[src/rtl/rgbc_pkg.sv]
// Shared types, constants and helper functions for the RGB convolution block.
package rgbc_pkg;

  // Default sizes of the block.
  localparam int DEF_MAX_WIDTH      = 1024;
  localparam int DEF_MAX_HEIGHT     = 1024;
  localparam int DEF_MAX_KERNEL     = 5;
  localparam int DEF_COEF_FRAC_BITS = 10;

  // Pixel and coefficient formats.
  localparam int PIX_W   = 8;
  localparam int COLORS  = 3;
  localparam int PIXEL_W = PIX_W * COLORS;
  localparam int COEF_W  = 12;
  localparam int KROWS   = 5;
  localparam int KTAPS   = 5;
  localparam int KROW_W  = COEF_W * KTAPS;
  localparam int PROD_W  = COEF_W + PIX_W + 1;
  localparam logic [PIX_W-1:0] PIX_MAX = 8'd255;

  // Configuration port.
  localparam int KSIZE_W    = 3;
  localparam int DIM_W      = 11;
  localparam int CFG_IDX_W  = 3;
  localparam int CFG_DATA_W = KROW_W;

  localparam logic [CFG_IDX_W-1:0] REG_KERNEL_SIZE  = 3'd0;
  localparam logic [CFG_IDX_W-1:0] REG_IMAGE_WIDTH  = 3'd1;
  localparam logic [CFG_IDX_W-1:0] REG_IMAGE_HEIGHT = 3'd2;
  localparam logic [CFG_IDX_W-1:0] REG_KERNEL_ROW0  = 3'd3;

  // Reset values of the geometry registers.
  localparam int RST_KERNEL_SIZE = 1;
  localparam int RST_IMAGE_DIM   = 1024;

  typedef logic [KROWS-1:0][KROW_W-1:0] kernel_t;

  // Control that travels with a pixel through the pipeline.
  typedef struct packed {
    logic valid;
    logic last;
  } stage_t;

  // Width of an index into a set of v entries, at least one bit.
  function automatic int clog2m(int v);
    int r;
    r = $clog2(v);
    return (r < 1) ? 1 : r;
  endfunction

  // Clamp a register value into 1..hi.
  function automatic int sat_val(int v, int hi);
    int r;
    r = v;
    if (r < 1) r = 1;
    if (r > hi) r = hi;
    return r;
  endfunction

  // Coefficient of tap (i, j); taps outside the KROWS x KTAPS store are zero.
  function automatic logic signed [COEF_W-1:0] coef_at(kernel_t k, int i, int j);
    logic signed [COEF_W-1:0] c;
    c = '0;
    if (i < KROWS && j < KTAPS) begin
      c = k[i][COEF_W*j +: COEF_W];
    end
    return c;
  endfunction

endpackage

[src/rtl/rgbc_ctrl.sv]
// Configuration registers, raster counters and the emit decision.
module rgbc_ctrl #(
  parameter int MAX_WIDTH  = rgbc_pkg::DEF_MAX_WIDTH,
  parameter int MAX_HEIGHT = rgbc_pkg::DEF_MAX_HEIGHT,
  parameter int MAX_KERNEL = rgbc_pkg::DEF_MAX_KERNEL,
  localparam int NB = MAX_KERNEL,
  localparam int BW = rgbc_pkg::clog2m(NB),
  localparam int AW = rgbc_pkg::clog2m((MAX_WIDTH + NB - 1) / NB),
  localparam int NW = $clog2(MAX_KERNEL + 1),
  localparam int WW = $clog2(MAX_WIDTH + 1),
  localparam int HW = $clog2(MAX_HEIGHT + 1),
  localparam int CW = rgbc_pkg::clog2m(MAX_WIDTH),
  localparam int RW = rgbc_pkg::clog2m(MAX_HEIGHT)
) (
  input  logic                              clk,
  input  logic                              rst,
  input  logic                              cfg_valid,
  output logic                              cfg_ready,
  input  logic [rgbc_pkg::CFG_IDX_W-1:0]    cfg_index,
  input  logic [rgbc_pkg::CFG_DATA_W-1:0]   cfg_data,
  input  logic                              in_valid,
  output logic                              in_ready,
  input  logic [rgbc_pkg::PIX_W-1:0]        red,
  input  logic [rgbc_pkg::PIX_W-1:0]        green,
  input  logic [rgbc_pkg::PIX_W-1:0]        blue,
  input  logic                              drain,
  input  logic                              en1,
  output logic [NW-1:0]                     n_sat,
  output logic [NW-1:0]                     half,
  output logic [WW-1:0]                     w_sat,
  output logic [HW-1:0]                     h_sat,
  output rgbc_pkg::kernel_t                 kernel,
  output logic                              wr_en,
  output logic [BW-1:0]                     wr_rb,
  output logic [BW-1:0]                     wr_cb,
  output logic [AW-1:0]                     wr_ca,
  output logic [rgbc_pkg::PIXEL_W-1:0]      wr_data,
  output rgbc_pkg::stage_t                  s1,
  output logic [RW-1:0]                     s1_row,
  output logic [CW-1:0]                     s1_col,
  output logic [BW-1:0]                     s1_rb,
  output logic [BW-1:0]                     s1_cb,
  output logic [AW-1:0]                     s1_ca
);
  import rgbc_pkg::*;

  localparam int TW = $clog2(MAX_WIDTH * MAX_HEIGHT + 1);
  localparam int DW = $clog2(MAX_KERNEL * (MAX_WIDTH + 1) + 1);
  localparam int MW = ((TW > DW) ? TW : DW) + 1;
  localparam int N0 = sat_val(RST_KERNEL_SIZE, MAX_KERNEL);
  localparam int W0 = sat_val(RST_IMAGE_DIM, MAX_WIDTH);
  localparam int H0 = sat_val(RST_IMAGE_DIM, MAX_HEIGHT);
  localparam int R0 = N0 - 1 - N0 / 2;

  logic [KSIZE_W-1:0] ksize;
  logic [DIM_W-1:0]   img_w;
  logic [DIM_W-1:0]   img_h;
  logic               settle;
  logic               geo_wr;

  logic [TW-1:0] total;
  logic [DW-1:0] delay;
  logic [NW-1:0] n_next;
  logic [NW-1:0] half_next;
  logic [WW-1:0] w_next;
  logic [HW-1:0] h_next;
  logic [TW-1:0] total_next;
  logic [DW-1:0] delay_next;

  logic [TW-1:0] rx;
  logic [TW-1:0] em;
  logic [CW-1:0] wcol;
  logic [BW-1:0] wrb;
  logic [BW-1:0] wcb;
  logic [AW-1:0] wca;
  logic [RW-1:0] orow;
  logic [CW-1:0] ocol;
  logic [BW-1:0] orb;
  logic [BW-1:0] ocb;
  logic [AW-1:0] oca;

  logic acc;
  logic complete;
  logic pix;
  logic more;
  logic emit;
  logic last;

  assign cfg_ready = 1'b1;
  assign geo_wr = cfg_valid && (cfg_index == REG_KERNEL_SIZE ||
                                cfg_index == REG_IMAGE_WIDTH ||
                                cfg_index == REG_IMAGE_HEIGHT);

  // Register writes; input is held off in the cycle after each write.
  always_ff @(posedge clk) begin
    if (rst) begin
      ksize  <= KSIZE_W'(RST_KERNEL_SIZE);
      img_w  <= DIM_W'(RST_IMAGE_DIM);
      img_h  <= DIM_W'(RST_IMAGE_DIM);
      kernel <= '0;
      settle <= 1'b0;
    end else begin
      settle <= cfg_valid;
      if (cfg_valid) begin
        case (cfg_index)
          REG_KERNEL_SIZE:  ksize <= cfg_data[KSIZE_W-1:0];
          REG_IMAGE_WIDTH:  img_w <= cfg_data[DIM_W-1:0];
          REG_IMAGE_HEIGHT: img_h <= cfg_data[DIM_W-1:0];
          default:          kernel[cfg_index - REG_KERNEL_ROW0] <= cfg_data;
        endcase
      end
    end
  end

  // Clamped geometry and the figures derived from it.
  always_comb begin
    int n_i;
    int w_i;
    int h_i;
    int r_i;
    n_i = sat_val(int'(ksize), MAX_KERNEL);
    w_i = sat_val(int'(img_w), MAX_WIDTH);
    h_i = sat_val(int'(img_h), MAX_HEIGHT);
    r_i = n_i - 1 - n_i / 2;
    n_next     = NW'(n_i);
    half_next  = NW'(n_i / 2);
    w_next     = WW'(w_i);
    h_next     = HW'(h_i);
    total_next = TW'(w_i * h_i);
    delay_next = DW'(r_i * (w_i + 1));
  end

  always_ff @(posedge clk) begin
    if (rst) begin
      n_sat <= NW'(N0);
      half  <= NW'(N0 / 2);
      w_sat <= WW'(W0);
      h_sat <= HW'(H0);
      total <= TW'(W0 * H0);
      delay <= DW'(R0 * (W0 + 1));
    end else begin
      n_sat <= n_next;
      half  <= half_next;
      w_sat <= w_next;
      h_sat <= h_next;
      total <= total_next;
      delay <= delay_next;
    end
  end

  // Emit decision: a pixel emits once enough of the image is in,
  // a drain emits only after the whole image is in.
  assign in_ready = (!s1.valid || en1) && !settle;
  assign acc      = in_valid && in_ready;
  assign complete = (rx == total);
  assign pix      = acc && !drain && !complete;
  assign more     = (em < total);
  assign last     = (em + TW'(1) == total);

  always_comb begin
    if (pix) begin
      emit = more && (MW'(rx) >= MW'(em) + MW'(delay));
    end else begin
      emit = acc && complete && more;
    end
  end

  assign wr_en   = pix;
  assign wr_rb   = wrb;
  assign wr_cb   = wcb;
  assign wr_ca   = wca;
  assign wr_data = {red, green, blue};

  // Raster counters for the write side and the output side.
  always_ff @(posedge clk) begin
    if (rst || geo_wr || (emit && last)) begin
      rx   <= '0;
      em   <= '0;
      wcol <= '0;
      wrb  <= '0;
      wcb  <= '0;
      wca  <= '0;
      orow <= '0;
      ocol <= '0;
      orb  <= '0;
      ocb  <= '0;
      oca  <= '0;
    end else begin
      if (pix) begin
        rx <= rx + TW'(1);
        if (WW'(wcol) + WW'(1) == w_sat) begin
          wcol <= '0;
          wcb  <= '0;
          wca  <= '0;
          wrb  <= (wrb == BW'(NB - 1)) ? '0 : wrb + BW'(1);
        end else begin
          wcol <= wcol + CW'(1);
          if (wcb == BW'(NB - 1)) begin
            wcb <= '0;
            wca <= wca + AW'(1);
          end else begin
            wcb <= wcb + BW'(1);
          end
        end
      end
      if (emit) begin
        em <= em + TW'(1);
        if (WW'(ocol) + WW'(1) == w_sat) begin
          ocol <= '0;
          ocb  <= '0;
          oca  <= '0;
          orow <= orow + RW'(1);
          orb  <= (orb == BW'(NB - 1)) ? '0 : orb + BW'(1);
        end else begin
          ocol <= ocol + CW'(1);
          if (ocb == BW'(NB - 1)) begin
            ocb <= '0;
            oca <= oca + AW'(1);
          end else begin
            ocb <= ocb + BW'(1);
          end
        end
      end
    end
  end

  // Output position of the emitted pixel, handed to the window read.
  always_ff @(posedge clk) begin
    if (rst) begin
      s1 <= '0;
    end else if (!s1.valid || en1) begin
      s1.valid <= emit;
      s1.last  <= last;
    end
  end

  always_ff @(posedge clk) begin
    if (emit) begin
      s1_row <= orow;
      s1_col <= ocol;
      s1_rb  <= orb;
      s1_cb  <= ocb;
      s1_ca  <= oca;
    end
  end
endmodule

[config.mk]
export PLATFORM = sky130hd
export DESIGN_NAME = rgbc_ctrl
export DESIGN_NICKNAME = d
export VERILOG_FILES = /design/src/rtl/rgbc_pkg.sv /design/src/rtl/rgbc_ctrl.sv
export SDC_FILE = /design/constraint.sdc
export NUM_CORES = 1
export LEC_CHECK = 0
export ABC_AREA = 1
export ABC_CLOCK_PERIOD_IN_PS = 6900
export BUFFER_PORTS_ARGS = -buffer_cell sky130_fd_sc_hd__buf_2
export CAP_MARGIN = 20
export CELL_PAD_IN_SITES_DETAIL_PLACEMENT = 1
export CELL_PAD_IN_SITES_GLOBAL_PLACEMENT = 2
export CORE_ASPECT_RATIO = 0.9
export CORE_UTILIZATION = 33
export CTS_CLUSTER_SIZE = 20
export DETAILED_ROUTE_END_ITERATION = 6
export GPL_ROUTABILITY_DRIVEN = 0
export PLACE_DENSITY = 0.83
export SYNTH_ARGS = -nofsm -noshare
export SYNTH_HDL_FRONTEND = slang
export SYNTH_SLANG_ARGS = --single-unit
[constraint.sdc]
create_clock -name clk -period 6.9 [get_ports clk]
set_input_delay 1.38 -clock clk [delete_from_list [all_inputs] [get_ports clk]]
set_output_delay 1.38 -clock clk [all_outputs]
set_load 0.02 [all_outputs]
---- Word level (Yosys, flattened, before mapping) ----
Cells that the tools add are included.
W data, S select, Z words.
operators by class
  multiply operators ...................... 2
  $lt $le $gt $ge ......................... 10
  reduce and logical (&&, ||, !) cells .... 31
  multiplexer cells ....................... 22
  bitwise operators ....................... 2
  add/sub/neg operators ................... 19
  eq/ne operators ......................... 10
operators with widths
  cell                     number
  $bwmux W300              1
  $demux W60 S3            1
  $mux W32                 3
  $gt A32 B12 Y1 const B   2
  $mux W60                 1
  $add A21 B1 Y21 const B  2
  $eq A21 B21 Y1           2
  $add A32 B1 Y32          1
  $add A32 B2 Y32 const B  1
  $gt A32 B4 Y1 const B    1
  $mul A32 B32 Y13         1
  $mul A32 B32 Y21         1
  $mux W8                  4
  $sub A32 B2 Y32 const B  1
  $sub A32 B32 Y32         1
  $add A10 B1 Y10 const B  3
  $add A10 B1 Y11 const B  2
  $add A21 B13 Y22         1
  $eq A11 B11 Y1           2
  $ge A21 B22 Y1           1
  $lt A11 B1 Y1 const B    2
  $mux W11                 2
  $lt A21 B21 Y1           1
  $mux W3                  7
  other kinds (20)         52
storage, ports and cells
  logic and storage cells ................. 129
  output and inout bits ................... 405
  bits in registers ....................... 524
  input bits .............................. 93

---- Logic depth before layout (Yosys ltp) ----
  depth in word-level cells ............... 9
  depth in mapped cells ................... 41
  depth with buffers taken out ............ 40

---- Worst setup path after synthesis ----
OpenSTA, ideal clock, no wires.
  path kind ............................... reg-to-reg
  from .................................... register img_w[4]
  to ...................................... register total[20]
  stages on the path, launching flop included .. 31
  data required time ...................... 6.785 ns
  buffers on the path ..................... 0
  setup slack ............................. 0.604 ns
  arrival time ............................ 6.182 ns
  path through ............................ dfxtp_1 nor2_1 nand2_1 nor2_1 nand2_1 nand2_1 inv_1 nor2_1 nand2_1 fa_1 inv_1 fa_1 inv_1 fa_1 fa_1 inv_1 ha_1 fa_1 inv_1 fa_1 inv_1 ha_1 nand2_1 nor4_1 nand2_1 a21oi_1 nor2_1 o21bai_1 nor2_1 nor2_1 nand2_1
on the way
  cells in the longest elaborated chain, start to end .. 5
ends and longest elaborated chain
  item                    line              RTL
  from (decl)             rgbc_ctrl.sv:56   logic [DIM_W-1:0] img_w;
  from (signal assigned)  rgbc_ctrl.sv:98   img_w <= DIM_W'(RST_IMAGE_DIM);
  from (signal assigned)  rgbc_ctrl.sv:107  REG_IMAGE_WIDTH: img_w <= cfg_data[DIM_W-1:0];
  $lt A11 B1 Y1           rgbc_pkg.sv:55    if (r < 1) r = 1;
  $mux W11 *              rgbc_pkg.sv:55
  $gt A32 B12 Y1          rgbc_pkg.sv:56    if (r > hi) r = hi;
  $mux W32 *              rgbc_pkg.sv:56
  $mul A32 B32 Y21 *      rgbc_ctrl.sv:129  total_next = TW'(w_i * h_i);
  to (signal assigned)    rgbc_ctrl.sv:139  total <= TW'(W0 * H0);
  to (signal assigned)    rgbc_ctrl.sv:146  total <= total_next;
  to (decl)               rgbc_ctrl.sv:61   logic [TW-1:0] total;
Every way passes the cells marked *; elsewhere a longest branch is shown, timed or not.
A chain may end at the register's enable or synchronous reset.

---- Worst setup path in the final report ----
Ends and elaborated chain as after synthesis.

==> out/metrics.yaml <==
port_buffers: 447
drive_above_1_share_pct: 15.7
die_area_sq_um: 89800
cts_buffer_depth: 3
post-dp-hpwl_mm: 74.9
status: "finished clean"
cts_sinks: 521
leakagePower_nw: 16.4
layout_min_cycle_time_ns: 6.52
insertion_delay_ns: 0.65
synthCells: 3875
crit_top_cell: "nand2_1"
synth_edf_count: 34
fin_crit_sh_pct: 94.4
synthAdderAreaFrac_pct: 16.8
avgSynthCellArea_sq_um: 7.55
worstSetupEndpointType: "flip-flop"
clock-skew-final_ns: 0.0390
grt.overflow.total: 0
synth_top_family_by_area: "simple AND/OR/NAND/NOR gates"
grt_pass1_vias: 27500
power_switching_mw: 2.05
hold_buffers: 0
slew_violations: 0
holdCritPathClass: "reg2reg"
setup_violations: 0
worstPathRequired_ns: 7.41
postRouteAntennaNets: 0
max_slew_margin_pct: 37.3
cts_tree: "built"
synth-xor-area-share_pct: 3.63
whs_ns: 0.469
drt_first_pass_iters: 4
switching_share_pct: 27.6
worstPathArrival_ns: 7.03
cts_htree_levels: 2
ys_ff_latch: 521
hold_violations: 0
wire_per_inst_microns: 18.5
nets: 4680
synth.most_common_cell: "nor2_1"
p_per_area_nw_per_um2: 213
drt_iter0_markers: 1250
area_growth_pct: 19.2
ys.flop_type: "dfxtp_1"
combPwrFrac_pct: 11.2
synth_common_cells: "883 x nor2_1, 503 x nand2_1, 487 x dfxtp_1"
ir_worst_vdd_mv: 0.211
clk_pin_slew_ns: 0.06
grt_max_degree: 165
p_seq_share_pct: 43.2
ys_seq_area_share_pct: 36.8
ioPinCount: 498
vias: 26400
fmax_mhz: 153
clock_power_share_pct: 45.6
initial_core_util_pct: 33.3
placed_area_sq_um: 32600
synth.distinct_cells: 48
max_stage_delay_ns: 0.54
antenna_found_initial: 8
core-area_sq_um: 87800
grt_usage_pct: 22.4
worstPathMaxFanout: 6
worstSetupPathType: "reg2reg"
netlist_area_sq_um: 29200
yosysTopAreaCellShare_pct: 33.3
intPower_mw: 5.37
grt_pass1_wl_mm: 159
final_cell_area_sq_um: 34900
yosysWarnings: 0
fill_cells: 10900
p_total_mw: 7.42
synth_simple_gate_area_share_pct: 23.5
synth_compound_area_share_pct: 10.5
die_h_microns: 284
wirelength_mm: 101
viasPerCell: 4.81
synth.area.top_cells: "dfxtp_1 33%, nor2_1 11%, ha_1 8.7%"
synth_top_area_cell: "dfxtp_1"
start_kind: "flip-flop"
drc: 0
cts_buffers: 61
async_reset_ff_share_pct: 0
slowest_stage: "fa_1"
reg2reg_setup_slack_ns: 0.38
rows: 103
cts-root-buf: "clkbuf_16"
die_w_microns: 316
synth_mux_area_share_pct: 0
worstMarginPinSlew_ns: 0.941
max-cap-violations: 0
-- cells by family (layout without fill, tap and decap cells) --
| group | after synthesis | after routing |
|---|---|---|
| flops | 521 | 521 |
| simple gates | 1683 | 1683 |
| buf+inv | 630 | 1071 |
| xor+xnor | 118 | 118 |
| compound gates | 599 | 599 |
| fa+ha+maj | 322 | 322 |
| other cells | 2 | 7 |
-- cell usage in the layout (no fill, tap or decap), types with 12 or more instances in the layout --
master / count
nand3_1: 131
nand2_1: 499
buf_2: 447
fa_1: 119
nor3_1: 38
clkbuf_16: 62
xor2_1: 68
nand4_1: 71
clkbuf_8: 12
buf_4: 55
inv_1: 439
ha_1: 200
nor2_1: 872
clkbuf_1: 12
dfxtp_1: 487
a21oi_1: 187
or2_2: 17
edfxtp_1: 34
xnor2_1: 48
o21ai_0: 369
-- metal layers --
| metal | up-vias | wire (microns) | GRT usage (%) |
|---|---|---|---|
| met5 | - | 59 | 0 |
| met4 | 8 | 2790 | 6.38 |
| met3 | 140 | 6350 | 5.90 |
| met2 | 484 | 47200 | 37.7 |
| met1 | 12600 | 45100 | 28.0 |
| li1 | 13100 | - | - |
-- power groups by stage --
| stage | registers [mW] | clock network, mW | logic (mW) |
|---|---|---|---|
| 6_report | 3.21 | 3.38 | 0.830 |
| 5_1_grt | 3.22 | 3.58 | 0.921 |
| 4_1_cts | 3.21 | 3.47 | 0.826 |
| 3_5_place_dp | 3.27 | 0 | 0.822 |
| 3_3_place_gp | 3.27 | 0 | 0.814 |
| 2_1_floorplan | 3.35 | 0 | 0.432 |
-- path summary, 6_finish.rpt --
check	depth (start not counted)	endpoint	startpoint
worst max register to register	30	total[20]	img_w[4]
worst max-delay path	30	total[20]	img_w[4]
worst min-delay path	2	wcol[3]	wcol[3]
worst min register to register	2	wcol[3]	wcol[3]
-- area by class of cell --
type / instances / area (sq um) / share of cell area (%)
Multi-Input combinational cell: 2725 / 16100 / 46.3
Tap cell: 1155 / 1450 / 4.14
Clock buffer: 86 / 1760 / 5.05
Inverter: 452 / 1700 / 4.89
Sequential cell: 521 / 10800 / 30.9
Timing Repair Buffer: 504 / 2690 / 7.72
Clock inverter: 29 / 355 / 1.02
Antenna cell: 4 / 10.0 / 0.0287
-- registers in the layout, indices dropped and copies added, names as in the netlist, 11 cells and up --
register	count
rx	21
h_sat	11
em	21
img_w	11
w_sat	11
delay	13
total	21
kernel	300
img_h	11
-- repair_timing --
action | in CTS | in global routing
gates resized for setup | 0 | 39
setup buffers | 0 | 1
endpoints found under the setup margin | 0 | 12
-- stage by stage --
step	worst slack, ns	TNS (ns)	std cells	utilization, %
after floorplan	0.604	0	3876	-
after global placement	0.188	0	5356	37.1
after detailed placement	0.0719	0	5356	37.1
after CTS	0.0177	0	5471	39.5
after global routing	-0.0137	-0.0137	5475	39.7
final	0.385	0	5476	39.7
-- critical path: cells and delay by family, from the launching register on --
family          cells  cell delay (ns)
compound gates      2             0.34
simple gates       14             1.53
buf+inv             6             0.35
fa+ha+maj           8             3.80
flops               1             0.35
No activity file was read; power rests on OpenSTA's default activity.
